**config.mk**
```make
export PLATFORM = sky130hd
export DESIGN_NAME = lpgbe_scale16
export DESIGN_NICKNAME = d
export VERILOG_FILES = /design/src/rtl/lpgbe_pkg.sv /design/src/rtl/lpgbe_scale16.sv
export SDC_FILE = /design/constraint.sdc
export NUM_CORES = 2
export LEC_CHECK = 0
export BUFFER_PORTS_ARGS = -buffer_cell sky130_fd_sc_hd__buf_2
export CORE_MARGIN = 2
export CORE_UTILIZATION = 60
export CTS_CLUSTER_DIAMETER = 150
export CTS_CLUSTER_SIZE = 24
export DETAILED_ROUTE_END_ITERATION = 8
export GPL_TIMING_DRIVEN = 0
export MAX_ROUTING_LAYER = met4
export PLACE_DENSITY = 0.77
export SKIP_LAST_GASP = 1
export SYNTH_ARGS = -nofsm -noshare
export SYNTH_HDL_FRONTEND = slang
export SYNTH_SLANG_ARGS = --single-unit
```
**constraint.sdc**
```tcl
create_clock -name clk_i -period 19 [get_ports clk_i]
set_clock_uncertainty 0.15 [all_clocks]
set_input_delay 3.8 -clock clk_i [delete_from_list [all_inputs] [get_ports clk_i]]
set_output_delay 3.8 -clock clk_i [all_outputs]
set_load 0.05 [all_outputs]
```
**src/rtl/lpgbe_pkg.sv**
```systemverilog
package lpgbe_pkg;

  localparam int unsigned MAX_PIXELS_DEF = 1024;

  // configuration register indexes
  localparam logic [2:0] CFG_RED_GAIN     = 3'd0;
  localparam logic [2:0] CFG_GREEN_GAIN   = 3'd1;
  localparam logic [2:0] CFG_BLUE_GAIN    = 3'd2;
  localparam logic [2:0] CFG_STRIP_LENGTH = 3'd3;
  localparam logic [2:0] CFG_COLOUR_ORDER = 3'd4;
  localparam logic [2:0] CFG_CHIP_VARIANT = 3'd5;

  localparam logic [17:0] GAIN_UNITY      = 18'h10000;
  localparam logic [10:0] STRIP_LEN_RST   = 11'd1024;
  localparam logic [11:0] COLOUR_ORD_RST  = 12'h012;

  localparam logic [7:0] HDR_BASE = 8'hE0;
  localparam logic [7:0] HDR_FULL = 8'hFF;

  // per-stage advance strobes of the pipeline
  typedef struct packed {
    logic en_b;
    logic en_c;
    logic en_d;
    logic en_e;
  } lpgbe_adv_t;

  localparam int unsigned INV_PWM_NUM = 31 * 256;
  localparam int unsigned INV_RED_NUM = 31 * 240;
  localparam int unsigned INV_GB_NUM  = 31 * 128;
  localparam int unsigned INV_RED_OFS = 256 - 240;
  localparam int unsigned INV_GB_OFS  = 256 - 128;

  localparam logic [12:0] INV_PWM [32] = '{
    13'd0,
    13'(INV_PWM_NUM / 1),  13'(INV_PWM_NUM / 2),  13'(INV_PWM_NUM / 3),
    13'(INV_PWM_NUM / 4),  13'(INV_PWM_NUM / 5),  13'(INV_PWM_NUM / 6),
    13'(INV_PWM_NUM / 7),  13'(INV_PWM_NUM / 8),  13'(INV_PWM_NUM / 9),
    13'(INV_PWM_NUM / 10), 13'(INV_PWM_NUM / 11), 13'(INV_PWM_NUM / 12),
    13'(INV_PWM_NUM / 13), 13'(INV_PWM_NUM / 14), 13'(INV_PWM_NUM / 15),
    13'(INV_PWM_NUM / 16), 13'(INV_PWM_NUM / 17), 13'(INV_PWM_NUM / 18),
    13'(INV_PWM_NUM / 19), 13'(INV_PWM_NUM / 20), 13'(INV_PWM_NUM / 21),
    13'(INV_PWM_NUM / 22), 13'(INV_PWM_NUM / 23), 13'(INV_PWM_NUM / 24),
    13'(INV_PWM_NUM / 25), 13'(INV_PWM_NUM / 26), 13'(INV_PWM_NUM / 27),
    13'(INV_PWM_NUM / 28), 13'(INV_PWM_NUM / 29), 13'(INV_PWM_NUM / 30),
    13'(INV_PWM_NUM / 31)
  };

  localparam logic [12:0] INV_RED [32] = '{
    13'd0,
    13'(INV_RED_NUM / 1 + INV_RED_OFS),  13'(INV_RED_NUM / 2 + INV_RED_OFS),
    13'(INV_RED_NUM / 3 + INV_RED_OFS),  13'(INV_RED_NUM / 4 + INV_RED_OFS),
    13'(INV_RED_NUM / 5 + INV_RED_OFS),  13'(INV_RED_NUM / 6 + INV_RED_OFS),
    13'(INV_RED_NUM / 7 + INV_RED_OFS),  13'(INV_RED_NUM / 8 + INV_RED_OFS),
    13'(INV_RED_NUM / 9 + INV_RED_OFS),  13'(INV_RED_NUM / 10 + INV_RED_OFS),
    13'(INV_RED_NUM / 11 + INV_RED_OFS), 13'(INV_RED_NUM / 12 + INV_RED_OFS),
    13'(INV_RED_NUM / 13 + INV_RED_OFS), 13'(INV_RED_NUM / 14 + INV_RED_OFS),
    13'(INV_RED_NUM / 15 + INV_RED_OFS), 13'(INV_RED_NUM / 16 + INV_RED_OFS),
    13'(INV_RED_NUM / 17 + INV_RED_OFS), 13'(INV_RED_NUM / 18 + INV_RED_OFS),
    13'(INV_RED_NUM / 19 + INV_RED_OFS), 13'(INV_RED_NUM / 20 + INV_RED_OFS),
    13'(INV_RED_NUM / 21 + INV_RED_OFS), 13'(INV_RED_NUM / 22 + INV_RED_OFS),
    13'(INV_RED_NUM / 23 + INV_RED_OFS), 13'(INV_RED_NUM / 24 + INV_RED_OFS),
    13'(INV_RED_NUM / 25 + INV_RED_OFS), 13'(INV_RED_NUM / 26 + INV_RED_OFS),
    13'(INV_RED_NUM / 27 + INV_RED_OFS), 13'(INV_RED_NUM / 28 + INV_RED_OFS),
    13'(INV_RED_NUM / 29 + INV_RED_OFS), 13'(INV_RED_NUM / 30 + INV_RED_OFS),
    13'(INV_RED_NUM / 31 + INV_RED_OFS)
  };

  localparam logic [12:0] INV_GB [32] = '{
    13'd0,
    13'(INV_GB_NUM / 1 + INV_GB_OFS),  13'(INV_GB_NUM / 2 + INV_GB_OFS),
    13'(INV_GB_NUM / 3 + INV_GB_OFS),  13'(INV_GB_NUM / 4 + INV_GB_OFS),
    13'(INV_GB_NUM / 5 + INV_GB_OFS),  13'(INV_GB_NUM / 6 + INV_GB_OFS),
    13'(INV_GB_NUM / 7 + INV_GB_OFS),  13'(INV_GB_NUM / 8 + INV_GB_OFS),
    13'(INV_GB_NUM / 9 + INV_GB_OFS),  13'(INV_GB_NUM / 10 + INV_GB_OFS),
    13'(INV_GB_NUM / 11 + INV_GB_OFS), 13'(INV_GB_NUM / 12 + INV_GB_OFS),
    13'(INV_GB_NUM / 13 + INV_GB_OFS), 13'(INV_GB_NUM / 14 + INV_GB_OFS),
    13'(INV_GB_NUM / 15 + INV_GB_OFS), 13'(INV_GB_NUM / 16 + INV_GB_OFS),
    13'(INV_GB_NUM / 17 + INV_GB_OFS), 13'(INV_GB_NUM / 18 + INV_GB_OFS),
    13'(INV_GB_NUM / 19 + INV_GB_OFS), 13'(INV_GB_NUM / 20 + INV_GB_OFS),
    13'(INV_GB_NUM / 21 + INV_GB_OFS), 13'(INV_GB_NUM / 22 + INV_GB_OFS),
    13'(INV_GB_NUM / 23 + INV_GB_OFS), 13'(INV_GB_NUM / 24 + INV_GB_OFS),
    13'(INV_GB_NUM / 25 + INV_GB_OFS), 13'(INV_GB_NUM / 26 + INV_GB_OFS),
    13'(INV_GB_NUM / 27 + INV_GB_OFS), 13'(INV_GB_NUM / 28 + INV_GB_OFS),
    13'(INV_GB_NUM / 29 + INV_GB_OFS), 13'(INV_GB_NUM / 30 + INV_GB_OFS),
    13'(INV_GB_NUM / 31 + INV_GB_OFS)
  };

  // ceil(2^RECIP_SH / level): exact floor division for dividends below 2^21
  localparam int unsigned RECIP_SH  = 26;
  localparam int unsigned RECIP_ONE = 1 << RECIP_SH;

  localparam logic [26:0] RECIP [32] = '{
    27'd0,
    27'((RECIP_ONE + 0) / 1),   27'((RECIP_ONE + 1) / 2),   27'((RECIP_ONE + 2) / 3),
    27'((RECIP_ONE + 3) / 4),   27'((RECIP_ONE + 4) / 5),   27'((RECIP_ONE + 5) / 6),
    27'((RECIP_ONE + 6) / 7),   27'((RECIP_ONE + 7) / 8),   27'((RECIP_ONE + 8) / 9),
    27'((RECIP_ONE + 9) / 10),  27'((RECIP_ONE + 10) / 11), 27'((RECIP_ONE + 11) / 12),
    27'((RECIP_ONE + 12) / 13), 27'((RECIP_ONE + 13) / 14), 27'((RECIP_ONE + 14) / 15),
    27'((RECIP_ONE + 15) / 16), 27'((RECIP_ONE + 16) / 17), 27'((RECIP_ONE + 17) / 18),
    27'((RECIP_ONE + 18) / 19), 27'((RECIP_ONE + 19) / 20), 27'((RECIP_ONE + 20) / 21),
    27'((RECIP_ONE + 21) / 22), 27'((RECIP_ONE + 22) / 23), 27'((RECIP_ONE + 23) / 24),
    27'((RECIP_ONE + 24) / 25), 27'((RECIP_ONE + 25) / 26), 27'((RECIP_ONE + 26) / 27),
    27'((RECIP_ONE + 27) / 28), 27'((RECIP_ONE + 28) / 29), 27'((RECIP_ONE + 29) / 30),
    27'((RECIP_ONE + 30) / 31)
  };

  function automatic logic [4:0] clamp_level(logic [5:0] raw);
    logic [4:0] lvl;
    if (raw[5]) begin
      lvl = 5'd31;
    end else if (raw == 6'd0) begin
      lvl = 5'd1;
    end else begin
      lvl = raw[4:0];
    end
    return lvl;
  endfunction

  function automatic logic [12:0] inv_factor(logic variant, logic is_red, logic [4:0] level);
    logic [12:0] f;
    if (!variant) begin
      f = INV_PWM[level];
    end else if (is_red) begin
      f = INV_RED[level];
    end else begin
      f = INV_GB[level];
    end
    return f;
  endfunction

endpackage

```
**src/rtl/lpgbe_scale16.sv**
```systemverilog
module lpgbe_scale16 (
  input  logic                     clk_i,
  input  lpgbe_pkg::lpgbe_adv_t    adv_i,
  input  logic [2:0][15:0]         colour_i,
  input  logic [2:0][17:0]         gain_i,
  input  logic                     chip_variant_i,
  output logic [7:0]               header_o,
  output logic [2:0][7:0]          byte_o
);
  import lpgbe_pkg::*;

  logic [2:0][33:0] prod_b;
  logic [2:0][15:0] scaled_d, scaled_q;
  logic [2:0][15:0] scaled_c_q;
  logic [15:0]      mx_c;
  logic [16:0]      sum_c;
  logic [4:0]       lvl_d, lvl_q;
  logic [2:0][28:0] prod_d;
  logic [2:0][7:0]  byte_d, byte_q;
  logic [7:0]       header_d, header_q;
  logic [12:0]      fac;

  // stage B: gain multiply, saturate to 16 bits
  always_comb begin
    for (int k = 0; k < 3; k++) begin
      prod_b[k]   = colour_i[k] * gain_i[k];
      scaled_d[k] = (|prod_b[k][33:32]) ? 16'hFFFF : prod_b[k][31:16];
    end
  end

  always_ff @(posedge clk_i) begin
    if (adv_i.en_b) begin
      scaled_q <= scaled_d;
    end
  end

  // stage C: level from the largest scaled component
  always_comb begin
    mx_c = scaled_q[0];
    if (scaled_q[1] > mx_c) mx_c = scaled_q[1];
    if (scaled_q[2] > mx_c) mx_c = scaled_q[2];
    sum_c = {1'b0, mx_c} + 17'h00400;
    lvl_d = clamp_level(sum_c[16:11]);
  end

  always_ff @(posedge clk_i) begin
    if (adv_i.en_c) begin
      scaled_c_q <= scaled_q;
      lvl_q      <= lvl_d;
    end
  end

  // stage D: compensate through the inverse table
  always_comb begin
    fac = '0;
    for (int k = 0; k < 3; k++) begin
      fac       = inv_factor(chip_variant_i, k == 0, lvl_q);
      prod_d[k] = scaled_c_q[k] * fac;
      byte_d[k] = (|prod_d[k][28:24]) ? 8'hFF : prod_d[k][23:16];
    end
    header_d = HDR_BASE | {3'b000, lvl_q};
  end

  always_ff @(posedge clk_i) begin
    if (adv_i.en_d) begin
      byte_q   <= byte_d;
      header_q <= header_d;
    end
  end

  assign byte_o   = byte_q;
  assign header_o = header_q;

endmodule

```
==> impl_metrics.env <==
export IMPL_ant_nets=0
export IMPL_async_flop_share_pct=0
export IMPL_h_tree_depth=4
export IMPL_path_clk_slew_ns=0.07
export IMPL_grt_setup_unrepaired="false"
export IMPL_ys_top_cells_by_count="inv_1 (1342), fa_1 (1122), nand2_1 (942)"
export IMPL_synth_edff_count=130
export IMPL_synth_top_area_share_pct=42.6
export IMPL_hold_buffers=0
export IMPL_cts_setup_buffers=0
export IMPL_design_area_um2=55400
export IMPL_cts_resized_gates=0
export IMPL_drc=0
export IMPL_end_kind="register"
export IMPL_wl_per_cell_um=19.0
export IMPL_cap_violations=0
export IMPL_grt_max_degree=54
export IMPL_start_kind="primary input"
export IMPL_die_y_um=300
export IMPL_areaGrowthSynthToFinish_pct=5.00
export IMPL_synth_seq_area_share_pct=7.40
export IMPL_synth_ff_type="edfxtp_1"
export IMPL_tritoncts="yes"
export IMPL_max_slew_margin_pct=11.9
export IMPL_grt_pass1_vias=43400
export IMPL_synth_avg_cell_area_um2=8.96
export IMPL_cts_root_buffer="clkbuf_16"
export IMPL_drt_iter0_markers=3241
export IMPL_place_hpwl_mm=115
export IMPL_status="complete, no violations"
export IMPL_core_area_um2=86900
export IMPL_via_count=40800
export IMPL_ys_seq_elements=130
export IMPL_die_x_um=300
export IMPL_arrival_ns=12.65
export IMPL_tightest_slew_ns=1.31
export IMPL_setup_viol=0
export IMPL_clk_latency_ns=0.48
export IMPL_firstDrtPassIters=7
export IMPL_grt_pass1_wl_mm=225
export IMPL_rows=108
export IMPL_routed_via_density=5.68
export IMPL_rrSetupSlack_ns=8.17
export IMPL_cts_max_path_buffers=2
export IMPL_syn_area_um2=52700
export IMPL_path_class="primary input to register"
export IMPL_ios=140
export IMPL_ys_warn_count=0
export IMPL_yosysTopAreaCell="fa_1"
export IMPL_start_util_pct=60.7
export IMPL_gp_congestion=0.963
export IMPL_post_route_min_period_ns=12.60
export IMPL_synth_distinct_cells=91
export IMPL_port_buffers=111
export IMPL_final_period_utilization_pct=66.3
export IMPL_overflow=0
export IMPL_hold_viol_final=0
export IMPL_antenna_found_initial=3
export IMPL_synth_most_common_cell="inv_1"
export IMPL_grt_use_total_pct=32.8
export IMPL_cts_buffers=17
export IMPL_hold_class="register to register"
export IMPL_nets=7806
export IMPL_placedInstanceArea_um2=54700
export IMPL_crit_required_ns=19.05
export IMPL_clock_fmax_mhz=79.4
export IMPL_critPathMaxFanout=10
export IMPL_wl_mm=137
export IMPL_synth_cells=5884
export IMPL_slew_viol_final=0
export IMPL_dieArea_um2=90300
export IMPL_synth_area_leaders="fa_1 (43%), ha_1 (13%), inv_1 (9.6%), edfxtp_1 (7.4%), and2_1 (7.3%)"
export IMPL_setup_tns_ns=0
export IMPL_layout_drive_gt1_share_pct=3.04
export IMPL_cts_num_sinks=130
through the flow:
step                      setup slack (ns)  hold slack, ns  std cells  utilization, %
final                                 6.40           0.365       7190            63.7
after global routing                  5.81           0.378       7187            63.7
after CTS                             6.48           0.368       7184            63.7
after detailed placement              5.98           0.351       7152            63.0
after global placement                6.05           0.346       7152            63.0
after floorplan                       8.33           0.276       5886               -
critical path, cell delays in order:
cell and delay, ns:
buf_2 0.13, clkbuf_1 0.38, buf_1 0.43, o311ai_0 0.22, o22ai_1 0.85, clkbuf_1 0.55, nand2_1 0.16, fa_1 0.55
inv_1 0.05, fa_1 0.54, fa_1 0.42, fa_1 0.50, inv_1 0.05, fa_1 0.47, inv_1 0.04, ha_1 0.32
a211o_1 0.30, a2111oi_0 0.36, nor3_1 0.16, o22a_1 0.24, a2111oi_0 1.00, o31ai_1 0.18, mux2i_1 0.20, nor4_4 0.59
nand2_1 0.12
registers in the layout (all words and copies together), names as in the netlist:
signal / flops
byte_o: 24
lvl_q: 5
scaled_q: 48
scaled_c_q: 48
header_o: 5
kinds of logic (layout without fill, tap and decap cells):
kind of cell / count (synthesis) / after routing / share of synthesized area (%)
simple gates: 1888 / 1888 / 17.5
fa+ha+maj: 1682 / 1682 / 55.9
buf+inv: 1608 / 1751 / 11.5
compound gates: 463 / 463 / 5.80
flops: 130 / 130 / 7.40
xor+xnor: 91 / 91 / 1.51
mux: 21 / 21 / 0.418
other cells: 1 / 9 / 0.00711
cell usage in the layout (no fill, tap or decap), types with 12 or more instances in the layout:
master     Yosys  layout
inv_1       1342    1342
fa_1        1122    1122
nand2_1      942     942
and2_1       619     619
ha_1         560     560
clkbuf_1     244     244
a21oi_1      135     135
edfxtp_1     130     130
buf_2          5     116
nor2_1        93      93
a21o_1        75      75
o21ai_0       74      73
xnor2_1       55      55
nand2b_1      38      38
nand3_1       38      38
xor2_1        36      36
nor3_1        32      32
nand4_1       29      29
nor2b_1       27      27
a211oi_1      24      24
a31oi_1       21      21
clkbuf_16      0      17
mux2i_1       16      16
o211ai_1      15      15
o21bai_1      14      14
nand3b_1      12      12
layer usage:
layer	wire length [um]	GRT usage (%)	part of all wire (%)
met1	53300	42.0	39
met2	66300	53.5	49
met5	0	-	0
met4	5890	12.7	4.3
met3	11100	4.17	8.1
cell type report:
type | instances | area (um2)
fillers | 7300 | 31500
diodes | 6 | 15.0
multi-input cells | 4148 | 42800
well taps | 1155 | 1450
clock buffers | 17 | 425
flip-flops and latches | 130 | 3900
clock inverters | 15 | 186
inverters | 1344 | 5040
repair buffers | 111 | 556
plain buffers | 264 | 1030
final timing paths:
path	cells past startpoint	end	startpoint
worst max-delay path	25	byte_o[0]	chip_variant_i
worst max register to register	29	byte_o[0]	lvl_q[1]
worst min register to register	0	scaled_c_q[34]	scaled_q[34]
worst min-delay path	0	scaled_c_q[34]	scaled_q[34]
Power is not shown: default switching activity piles up to over one toggle a cycle in this logic, so the estimate is an artifact.
