`src/rtl/lpgbe_pkg.sv`:
```
package lpgbe_pkg;

  localparam int unsigned MAX_PIXELS_DEF = 1024;

  // configuration register indexes
  localparam logic [2:0] CFG_RED_GAIN     = 3'd0;
  localparam logic [2:0] CFG_GREEN_GAIN   = 3'd1;
  localparam logic [2:0] CFG_BLUE_GAIN    = 3'd2;
  localparam logic [2:0] CFG_STRIP_LENGTH = 3'd3;
  localparam logic [2:0] CFG_COLOUR_ORDER = 3'd4;
  localparam logic [2:0] CFG_CHIP_VARIANT = 3'd5;

  localparam logic [17:0] GAIN_UNITY      = 18'h10000;
  localparam logic [10:0] STRIP_LEN_RST   = 11'd1024;
  localparam logic [11:0] COLOUR_ORD_RST  = 12'h012;

  localparam logic [7:0] HDR_BASE = 8'hE0;
  localparam logic [7:0] HDR_FULL = 8'hFF;

  // per-stage advance strobes of the pipeline
  typedef struct packed {
    logic en_b;
    logic en_c;
    logic en_d;
    logic en_e;
  } lpgbe_adv_t;

  localparam int unsigned INV_PWM_NUM = 31 * 256;
  localparam int unsigned INV_RED_NUM = 31 * 240;
  localparam int unsigned INV_GB_NUM  = 31 * 128;
  localparam int unsigned INV_RED_OFS = 256 - 240;
  localparam int unsigned INV_GB_OFS  = 256 - 128;

  localparam logic [12:0] INV_PWM [32] = '{
    13'd0,
    13'(INV_PWM_NUM / 1),  13'(INV_PWM_NUM / 2),  13'(INV_PWM_NUM / 3),
    13'(INV_PWM_NUM / 4),  13'(INV_PWM_NUM / 5),  13'(INV_PWM_NUM / 6),
    13'(INV_PWM_NUM / 7),  13'(INV_PWM_NUM / 8),  13'(INV_PWM_NUM / 9),
    13'(INV_PWM_NUM / 10), 13'(INV_PWM_NUM / 11), 13'(INV_PWM_NUM / 12),
    13'(INV_PWM_NUM / 13), 13'(INV_PWM_NUM / 14), 13'(INV_PWM_NUM / 15),
    13'(INV_PWM_NUM / 16), 13'(INV_PWM_NUM / 17), 13'(INV_PWM_NUM / 18),
    13'(INV_PWM_NUM / 19), 13'(INV_PWM_NUM / 20), 13'(INV_PWM_NUM / 21),
    13'(INV_PWM_NUM / 22), 13'(INV_PWM_NUM / 23), 13'(INV_PWM_NUM / 24),
    13'(INV_PWM_NUM / 25), 13'(INV_PWM_NUM / 26), 13'(INV_PWM_NUM / 27),
    13'(INV_PWM_NUM / 28), 13'(INV_PWM_NUM / 29), 13'(INV_PWM_NUM / 30),
    13'(INV_PWM_NUM / 31)
  };

  localparam logic [12:0] INV_RED [32] = '{
    13'd0,
    13'(INV_RED_NUM / 1 + INV_RED_OFS),  13'(INV_RED_NUM / 2 + INV_RED_OFS),
    13'(INV_RED_NUM / 3 + INV_RED_OFS),  13'(INV_RED_NUM / 4 + INV_RED_OFS),
    13'(INV_RED_NUM / 5 + INV_RED_OFS),  13'(INV_RED_NUM / 6 + INV_RED_OFS),
    13'(INV_RED_NUM / 7 + INV_RED_OFS),  13'(INV_RED_NUM / 8 + INV_RED_OFS),
    13'(INV_RED_NUM / 9 + INV_RED_OFS),  13'(INV_RED_NUM / 10 + INV_RED_OFS),
    13'(INV_RED_NUM / 11 + INV_RED_OFS), 13'(INV_RED_NUM / 12 + INV_RED_OFS),
    13'(INV_RED_NUM / 13 + INV_RED_OFS), 13'(INV_RED_NUM / 14 + INV_RED_OFS),
    13'(INV_RED_NUM / 15 + INV_RED_OFS), 13'(INV_RED_NUM / 16 + INV_RED_OFS),
    13'(INV_RED_NUM / 17 + INV_RED_OFS), 13'(INV_RED_NUM / 18 + INV_RED_OFS),
    13'(INV_RED_NUM / 19 + INV_RED_OFS), 13'(INV_RED_NUM / 20 + INV_RED_OFS),
    13'(INV_RED_NUM / 21 + INV_RED_OFS), 13'(INV_RED_NUM / 22 + INV_RED_OFS),
    13'(INV_RED_NUM / 23 + INV_RED_OFS), 13'(INV_RED_NUM / 24 + INV_RED_OFS),
    13'(INV_RED_NUM / 25 + INV_RED_OFS), 13'(INV_RED_NUM / 26 + INV_RED_OFS),
    13'(INV_RED_NUM / 27 + INV_RED_OFS), 13'(INV_RED_NUM / 28 + INV_RED_OFS),
    13'(INV_RED_NUM / 29 + INV_RED_OFS), 13'(INV_RED_NUM / 30 + INV_RED_OFS),
    13'(INV_RED_NUM / 31 + INV_RED_OFS)
  };

  localparam logic [12:0] INV_GB [32] = '{
    13'd0,
    13'(INV_GB_NUM / 1 + INV_GB_OFS),  13'(INV_GB_NUM / 2 + INV_GB_OFS),
    13'(INV_GB_NUM / 3 + INV_GB_OFS),  13'(INV_GB_NUM / 4 + INV_GB_OFS),
    13'(INV_GB_NUM / 5 + INV_GB_OFS),  13'(INV_GB_NUM / 6 + INV_GB_OFS),
    13'(INV_GB_NUM / 7 + INV_GB_OFS),  13'(INV_GB_NUM / 8 + INV_GB_OFS),
    13'(INV_GB_NUM / 9 + INV_GB_OFS),  13'(INV_GB_NUM / 10 + INV_GB_OFS),
    13'(INV_GB_NUM / 11 + INV_GB_OFS), 13'(INV_GB_NUM / 12 + INV_GB_OFS),
    13'(INV_GB_NUM / 13 + INV_GB_OFS), 13'(INV_GB_NUM / 14 + INV_GB_OFS),
    13'(INV_GB_NUM / 15 + INV_GB_OFS), 13'(INV_GB_NUM / 16 + INV_GB_OFS),
    13'(INV_GB_NUM / 17 + INV_GB_OFS), 13'(INV_GB_NUM / 18 + INV_GB_OFS),
    13'(INV_GB_NUM / 19 + INV_GB_OFS), 13'(INV_GB_NUM / 20 + INV_GB_OFS),
    13'(INV_GB_NUM / 21 + INV_GB_OFS), 13'(INV_GB_NUM / 22 + INV_GB_OFS),
    13'(INV_GB_NUM / 23 + INV_GB_OFS), 13'(INV_GB_NUM / 24 + INV_GB_OFS),
    13'(INV_GB_NUM / 25 + INV_GB_OFS), 13'(INV_GB_NUM / 26 + INV_GB_OFS),
    13'(INV_GB_NUM / 27 + INV_GB_OFS), 13'(INV_GB_NUM / 28 + INV_GB_OFS),
    13'(INV_GB_NUM / 29 + INV_GB_OFS), 13'(INV_GB_NUM / 30 + INV_GB_OFS),
    13'(INV_GB_NUM / 31 + INV_GB_OFS)
  };

  // ceil(2^RECIP_SH / level): exact floor division for dividends below 2^21
  localparam int unsigned RECIP_SH  = 26;
  localparam int unsigned RECIP_ONE = 1 << RECIP_SH;

  localparam logic [26:0] RECIP [32] = '{
    27'd0,
    27'((RECIP_ONE + 0) / 1),   27'((RECIP_ONE + 1) / 2),   27'((RECIP_ONE + 2) / 3),
    27'((RECIP_ONE + 3) / 4),   27'((RECIP_ONE + 4) / 5),   27'((RECIP_ONE + 5) / 6),
    27'((RECIP_ONE + 6) / 7),   27'((RECIP_ONE + 7) / 8),   27'((RECIP_ONE + 8) / 9),
    27'((RECIP_ONE + 9) / 10),  27'((RECIP_ONE + 10) / 11), 27'((RECIP_ONE + 11) / 12),
    27'((RECIP_ONE + 12) / 13), 27'((RECIP_ONE + 13) / 14), 27'((RECIP_ONE + 14) / 15),
    27'((RECIP_ONE + 15) / 16), 27'((RECIP_ONE + 16) / 17), 27'((RECIP_ONE + 17) / 18),
    27'((RECIP_ONE + 18) / 19), 27'((RECIP_ONE + 19) / 20), 27'((RECIP_ONE + 20) / 21),
    27'((RECIP_ONE + 21) / 22), 27'((RECIP_ONE + 22) / 23), 27'((RECIP_ONE + 23) / 24),
    27'((RECIP_ONE + 24) / 25), 27'((RECIP_ONE + 25) / 26), 27'((RECIP_ONE + 26) / 27),
    27'((RECIP_ONE + 27) / 28), 27'((RECIP_ONE + 28) / 29), 27'((RECIP_ONE + 29) / 30),
    27'((RECIP_ONE + 30) / 31)
  };

  function automatic logic [4:0] clamp_level(logic [5:0] raw);
    logic [4:0] lvl;
    if (raw[5]) begin
      lvl = 5'd31;
    end else if (raw == 6'd0) begin
      lvl = 5'd1;
    end else begin
      lvl = raw[4:0];
    end
    return lvl;
  endfunction

  function automatic logic [12:0] inv_factor(logic variant, logic is_red, logic [4:0] level);
    logic [12:0] f;
    if (!variant) begin
      f = INV_PWM[level];
    end else if (is_red) begin
      f = INV_RED[level];
    end else begin
      f = INV_GB[level];
    end
    return f;
  endfunction

endpackage

```
`src/rtl/lpgbe_slot_pack.sv`:
```
module lpgbe_slot_pack (
  input  logic                     clk_i,
  input  lpgbe_pkg::lpgbe_adv_t    adv_i,
  input  logic                     cmd_i,
  input  logic [2:0][7:0]          v8_i,
  input  logic [2:0][7:0]          byte16_i,
  input  logic [7:0]               header16_i,
  input  logic [2:0][20:0]         comp_i,
  input  logic [7:0]               header8_i,
  input  logic [11:0]              colour_order_i,
  output logic [7:0]               header_o,
  output logic [2:0][7:0]          slot_o
);
  import lpgbe_pkg::*;

  logic [2:0][28:0] prod;
  logic [2:0][7:0]  colour_byte;
  logic [3:0]       pos;
  logic [2:0][7:0]  slot_d, slot_q;
  logic [7:0]       header_d, header_q;

  // stage E: eight-bit scaling when cmd_i is set (else the sixteen-bit bytes), then place colours by the order nibbles
  always_comb begin
    slot_d = '0;
    pos    = '0;
    for (int k = 0; k < 3; k++) begin
      prod[k] = v8_i[k] * comp_i[k];
      if (cmd_i) begin
        colour_byte[k] = (|prod[k][28:24]) ? 8'hFF : prod[k][23:16];
      end else begin
        colour_byte[k] = byte16_i[k];
      end
    end
    // later colour wins a shared slot; positions above two are dropped
    for (int k = 0; k < 3; k++) begin
      pos = colour_order_i[(8 - 4 * k) +: 4];
      if (pos <= 4'd2) begin
        slot_d[2'(2'd2 - pos[1:0])] = colour_byte[k];
      end
    end
    header_d = cmd_i ? header8_i : header16_i;
  end

  always_ff @(posedge clk_i) begin
    if (adv_i.en_e) begin
      slot_q   <= slot_d;
      header_q <= header_d;
    end
  end

  assign slot_o   = slot_q;
  assign header_o = header_q;

endmodule

```
`config.mk`:
```
export PLATFORM = sky130hd
export DESIGN_NAME = lpgbe_slot_pack
export DESIGN_NICKNAME = d
export VERILOG_FILES = /design/src/rtl/lpgbe_pkg.sv /design/src/rtl/lpgbe_slot_pack.sv
export SDC_FILE = /design/constraint.sdc
export NUM_CORES = 1
export LEC_CHECK = 0
export BUFFER_PORTS_ARGS = -buffer_cell sky130_fd_sc_hd__buf_2
export CAP_MARGIN = 20
export CORE_ASPECT_RATIO = 1.75
export CORE_MARGIN = 2
export CORE_UTILIZATION = 49
export CTS_CLUSTER_DIAMETER = 30
export DETAILED_ROUTE_END_ITERATION = 6
export GPL_TIMING_DRIVEN = 0
export PLACE_DENSITY = 0.71
export SYNTH_ARGS = -nofsm -noshare
export SYNTH_HDL_FRONTEND = slang
export SYNTH_SLANG_ARGS = --single-unit
export TNS_END_PERCENT = 30
```
`constraint.sdc`:
```
create_clock -name clk_i -period 6.4 [get_ports clk_i]
set_clock_uncertainty 0.15 [all_clocks]
set_input_delay 0.96 -clock clk_i [delete_from_list [all_inputs] [get_ports clk_i]]
set_output_delay 0.96 -clock clk_i [all_outputs]
set_load 0.01 [all_outputs]
```
==> summary.md, run 1 <==
| Metric | Value |
|---|---|
| Status | `completed` |
| # clock sinks | `32` |
| Post-CTS Hold Buffers | `0` |
| DRT Pass-1 Iters | `7` |
| PD cells | `354.3 nW/um2` |
| Crit path max-delay family | `adder cells` |
| Final setup viols | `0` |
| Static Leak | `9.231 nW` |
| Syn. warnings | `0` |
| Yosys top cell area share | `39.55%` |
| TritonCTS Buffers | `5` |
| Max-Cap Viols | `0` |
| DP HPWL | `41.97 mm` |
| Asr flop ratio synth | `0%` |
| GRT Total Usage | `27.15%` |
| Finished layout cell area | `19740 um2` |
| Total power | `6.996 mW` |
| Most common cell on crit path | `fa_1` |
| Syn Nets | `2560` |
| Layout area overhead | `15.06%` |
| Initial antenna violation count | `11` |
| DRC viols | `0` |
| Critical path origin | `v8_i[12]` |
| Crit-path cells | `buf_2, buf_8, and2_4, fa_1, inv_2, fa_1, fa_1, inv_2, fa_1, ha_4, a211o_1, a21oi_2, a31oi_2, a2111o_1, a41oi_2, mux2_4, o32ai_4, o32ai_2, mux2_4` |
| Setup CP Type | `input pin to flop` |
| Minimum clock period | `6.361 ns` |
| WP data required | `6.28 ns` |
| Worst setup SP type | `input pin` |
| Via count | `14730` |
| Root buffer cell | `clkbuf_16` |
| Avg Cell Area, Syn | `8.855 um2` |
| CP bufs+invs | `4` |
| Area after DPL | `18610 um2` |
| GR Overflow Total | `0` |
| Initial Util | `49.80%` |
| Boundary Pins | `177` |
| Die height | `251.6 um` |
| Hold Vio Cnt, Final | `0` |
| DRT iter0 DRCs | `580` |
| Worst endpoint data arrival time | `6.24 ns` |
| # port buffers | `172` |
| Post-Synthesis Cells | `1938` |
| GP Congestion | `0.9707` |
| H-tree depth | `2` |
| EDFF count, synth | `32` |
| Crit end category | `flop` |
| CTS max path bufs | `2` |
| Period utilisation layout | `99.39%` |
| Count of filler cells inserted in the layout | `3133` |
| Register area share after synthesis | `5.600%` |
| Layout net count | `2769` |
| Vias in the first global route | `16390` |
| Synth Register Bits | `32` |
| Yosys cell types | `85` |
| Most used DFF post-synth | `edfxtp_1` |
| Die ar. | `36590 um2` |
| Final Max Slew Viols | `0` |
| Mean routed wirelength per cell | `18.83 um` |
| Critical Path Sink | `slot_o[13]` |
| Final ANT Viol Nets | `0` |
| Post-Route WL | `49.17 mm` |
| First-pass GRT wire length | `79.90 mm` |
| Synth area leader | `fa_1` |
| Largest net degree at the start of global routing | `33` |
| Multi-input logic area | `15370 um2` |
| Post-Syn Area | `17160 um2` |
| CTS tree | `yes` |
| Worst-path clk slew | `0.05 ns` |
| Register Area | `960.9 um2` |
| HP Class | `input pin to flop` |
| Most frequent cells in the layout | `335 x fa_1, 319 x and2_1, 299 x inv_1, 223 x nand2_1, 188 x buf_2` |
| Rel. slew slack | `32.41%` |
| Share of post-route cells with drive strength above 1 | `18.44%` |
| Most common cell after layout, fill and taps aside | `fa_1` |
| Worst vdd rail ir drop | `218.9 uV` |
| Crit. path cell count | `19` |
| Critical path's largest stage delay | `0.54 ns` |
| Maximum fanout along the worst path | `4` |
| Worst-margin pin slew | `1.011 ns` |
| Slowest CP cell | `fa_1` |
| Core ar. | `34460 um2` |
| Fmax | `157.2 MHz` |
| Die W | `145.5 um` |
| Unrepaired setup endpoints after global routing | `yes` |
| Dominant cells by area after synthesis | `fa_1 40%, and2_1 12%, ha_1 10%` |
| Row count | `90` |
| Vias per inst | `5.642` |
## final cells by class
type	count	area share, %
diodes	3	0.03802
plain buffers	62	1.971
clock buffers	6	0.6527
clock inverters	2	0.05703
inverters	307	5.837
multi-input cells	1530	77.83
flip-flops and latches	32	4.867
well taps	460	2.915
repair buffers	209	5.837
## cells by family after synthesis
family | share of synthesized area (%)
flip-flops | 5.600
buffers and inverters | 8.305
AND/OR/NAND/NOR | 22.56
adder cells (fa/ha/maj) | 49.61
multiplexers | 1.181
AO/OA/AOI/OAI | 11.42
XOR/XNOR | 1.327
## sequential cells by signal (all words and copies together), names as in the netlist
register and count:
header_o 8, slot_o 24
## cell usage after synthesis, types with 15 or more instances
cell / n
nor2_1: 63
nand4_1: 16
xnor2_1: 15
fa_1: 339
clkbuf_1: 57
nand3_1: 20
and2_1: 326
edfxtp_1: 32
nor3_1: 31
o21ai_0: 48
inv_1: 307
nand2_1: 227
a21oi_1: 67
ha_1: 138
## where the power goes
part	total [mW]	internal [mW]	leakage (nW)	switching (mW)
sequential	0.261	0.256	0.308	0.00488
combinational	6.51	2.77	8.86	3.74
clock	0.226	0.143	0.0645	0.0835
## what timing repair did
action / 4_1_cts / 5_1_grt
endpoints found under the hold margin: 0 / 0
gates resized for setup: 93 / 131
setup endpoints to repair: 24 / 24
setup buffers: 22 / 15
pin swaps: 19 / 47
## stage by stage
step,setup TNS (ns),hold WS (ns),utilization [%],setup WS [ns],cells
finish,0,0.8321,57.30,0.03899,2611
global placement,-15.36,1.112,53.97,-0.7656,2570
detailed placement,-18.26,1.115,54.01,-0.8744,2570
CTS,0,0.8309,55.69,0.009494,2598
floorplan,0,0.9225,-,0.1579,1938
global route,-0.2376,0.8352,57.29,-0.05456,2610
## worst min-delay path by stage
stage                   from     endpoint  depth (start not counted)
6_report        header8_i[7]  header_o[7]                          2
5_1_grt        header16_i[7]  header_o[7]                          2
4_1_cts        header16_i[2]  header_o[2]                          2
3_5_place_dp   header16_i[2]  header_o[2]                          2
3_3_place_gp   header16_i[0]  header_o[0]                          2
2_1_floorplan       adv_i[0]  header_o[0]                          0
## metal layers
layer / share of wire [%] / up-vias / GRT usage (%)
met3: 4.2 / 201 / 3.183
met4: 6.2 / 16 / 14.90
met2: 57 / 473 / 54.91
met5: 0.22 / - / 0
li1: - / 6649 / -
met1: 33 / 7392 / 26.14
Power figures use the tool's default switching activity.
==> inputs of run 2 (changes only) <==
- CORE_MARGIN: 2 -> unset
- PLACE_DENSITY: 0.71 -> 0.68
- clock period: 6.4 -> 7.1 ns (I/O delays scaled with it)
==> summary.md, run 2 (synthesis results as in run 1) <==
| Metric | Value |
|---|---|
| Crit-path cells | `buf_2, clkbuf_1, and2_1, fa_1, inv_1, fa_1, fa_1, inv_1, fa_1, ha_1, buf_4, a211o_1, a21oi_1, a31oi_1, a2111o_1, a41oi_2, mux2_4, o32ai_2, o32ai_1, mux2_2` |
| Most common cell on crit path | `fa_1` |
| Status | `completed` |
| Share of post-route cells with drive strength above 1 | `11.68%` |
| H-tree depth | `2` |
| First-pass GRT wire length | `78.59 mm` |
| Multi-input logic area | `14810 um2` |
| Vias per inst | `5.571` |
| Hold Vio Cnt, Final | `0` |
| DRT Pass-1 Iters | `5` |
| Crit path max-delay family | `adder cells` |
| Worst endpoint data arrival time | `6.84 ns` |
| Largest net degree at the start of global routing | `33` |
| WP data required | `6.97 ns` |
| Final TNS setup | `0 ns` |
| GRT Total Usage | `28.28%` |
| Initial Util | `49.80%` |
| Die height | `249.6 um` |
| Slowest CP cell | `fa_1` |
| Max-Cap Viols | `0` |
| Period utilisation layout | `98.08%` |
| # port buffers | `172` |
| Post-CTS Hold Buffers | `0` |
| CTS max path bufs | `2` |
| Count of filler cells inserted in the layout | `3288` |
| Register Area | `960.9 um2` |
| Max FFs per register | `24` |
| Static Leak | `8.868 nW` |
| Setup CP Type | `input pin to flop` |
| Critical path origin | `v8_i[15]` |
| Maximum fanout along the worst path | `10` |
| Die ar. | `35800 um2` |
| Die W | `143.5 um` |
| Worst-margin pin slew | `1.026 ns` |
| WHS Path Cells | `2` |
| Vias in the first global route | `15950` |
| Worst setup SP type | `input pin` |
| Most frequent cells in the layout | `339 x fa_1, 326 x and2_1, 307 x inv_1, 227 x nand2_1, 180 x buf_2` |
| Critical path's largest stage delay | `0.50 ns` |
| # clock sinks | `32` |
| Mean routed wirelength per cell | `18.61 um` |
| Layout net count | `2735` |
| Most common cell after layout, fill and taps aside | `fa_1` |
| CP bufs+invs | `5` |
| Unrepaired setup endpoints after global routing | `yes` |
| Root buffer cell | `clkbuf_16` |
| Boundary Pins | `177` |
| CTS tree | `yes` |
| Final Max Slew Viols | `0` |
| DRC viols | `0` |
| Layout area overhead | `9.479%` |
| Hold EP | `header_o[4]` |
| Worst-path clk slew | `0.05 ns` |
| Rel. slew slack | `31.41%` |
| TritonCTS Buffers | `5` |
| Fmax | `143.6 MHz` |
| Core ar. | `34460 um2` |
| Initial antenna violation count | `10` |
| Row count | `90` |
| Worst vdd rail ir drop | `149.3 uV` |
| Final ANT Viol Nets | `0` |
| Fin Hold WS | `0.9417 ns` |
| Worst hold start | `header8_i[4]` |
| HP Class | `input pin to flop` |
| Via count | `14350` |
| Post-Route WL | `47.94 mm` |
| DRT iter0 DRCs | `453` |
| Crit end category | `flop` |
| Minimum clock period | `6.963 ns` |
| Final setup viols | `0` |
| PD cells | `294.5 nW/um2` |
| GR Overflow Total | `0` |
| DP HPWL | `42.21 mm` |
| GP Congestion | `0.9353` |
[run 2: worst max path at each step]
stage	to	slack, ns	cells past startpoint
detailed placement	slot_o[1]	-0.32	21
CTS	slot_o[21]	0.04	21
global route	slot_o[21]	-0.07	20
floorplan	slot_o[21]	0.75	19
finish	slot_o[21]	0.14	20
global placement	slot_o[13]	-0.26	19
[run 2: per-layer routing]
layer | up-vias | track usage (%) | wire, um
met1 | 7183 | 26.61 | 15670
met3 | 178 | 3.550 | 1812
li1 | 6585 | - | -
met5 | - | 0 | 132
met2 | 386 | 56.28 | 27640
met4 | 20 | 16.20 | 2682
[run 2: area by class of cell]
type                       count  share of cell area (%)
timing repair buffer         172                   4.582
sequential                    32                   5.115
multi-input combinational   1530                   78.82
buffer                        65                   1.385
clock buffer                   6                  0.6860
tap                          460                   3.064
inverter                     307                   6.134
antenna                        2                 0.02664
clock inverter                 2                  0.1865
[run 2: repair_timing]
item	CTS	global route
endpoints found under the setup margin	4	20
pin swaps	0	0
gates cloned	0	0
setup buffers	0	0
gates resized for setup	1	7
[run 2: report_power, final]
| group | leakage (nW) | switching, mW | total, mW | internal [mW] |
|---|---|---|---|---|
| Clock | 0.0809 | 0.0723 | 0.237 | 0.165 |
| Sequential | 0.308 | 0.00423 | 0.235 | 0.231 |
| Combinational | 8.48 | 3.03 | 5.06 | 2.03 |
[run 2: metrics by stage]
stage                     utilization (%)  worst slack, ns  instances  instance area, um2  power, mW
after floorplan                         -           0.7529       1938               17160      3.988
final                               54.52           0.1366       2576               18790      5.532
after global routing                54.51         -0.07403       2574               18780      6.164
after global placement              53.97          -0.2611       2570               18600      5.170
after detailed placement            54.01          -0.3164       2570               18610      5.247
after CTS                           54.48          0.03556       2576               18770      5.527
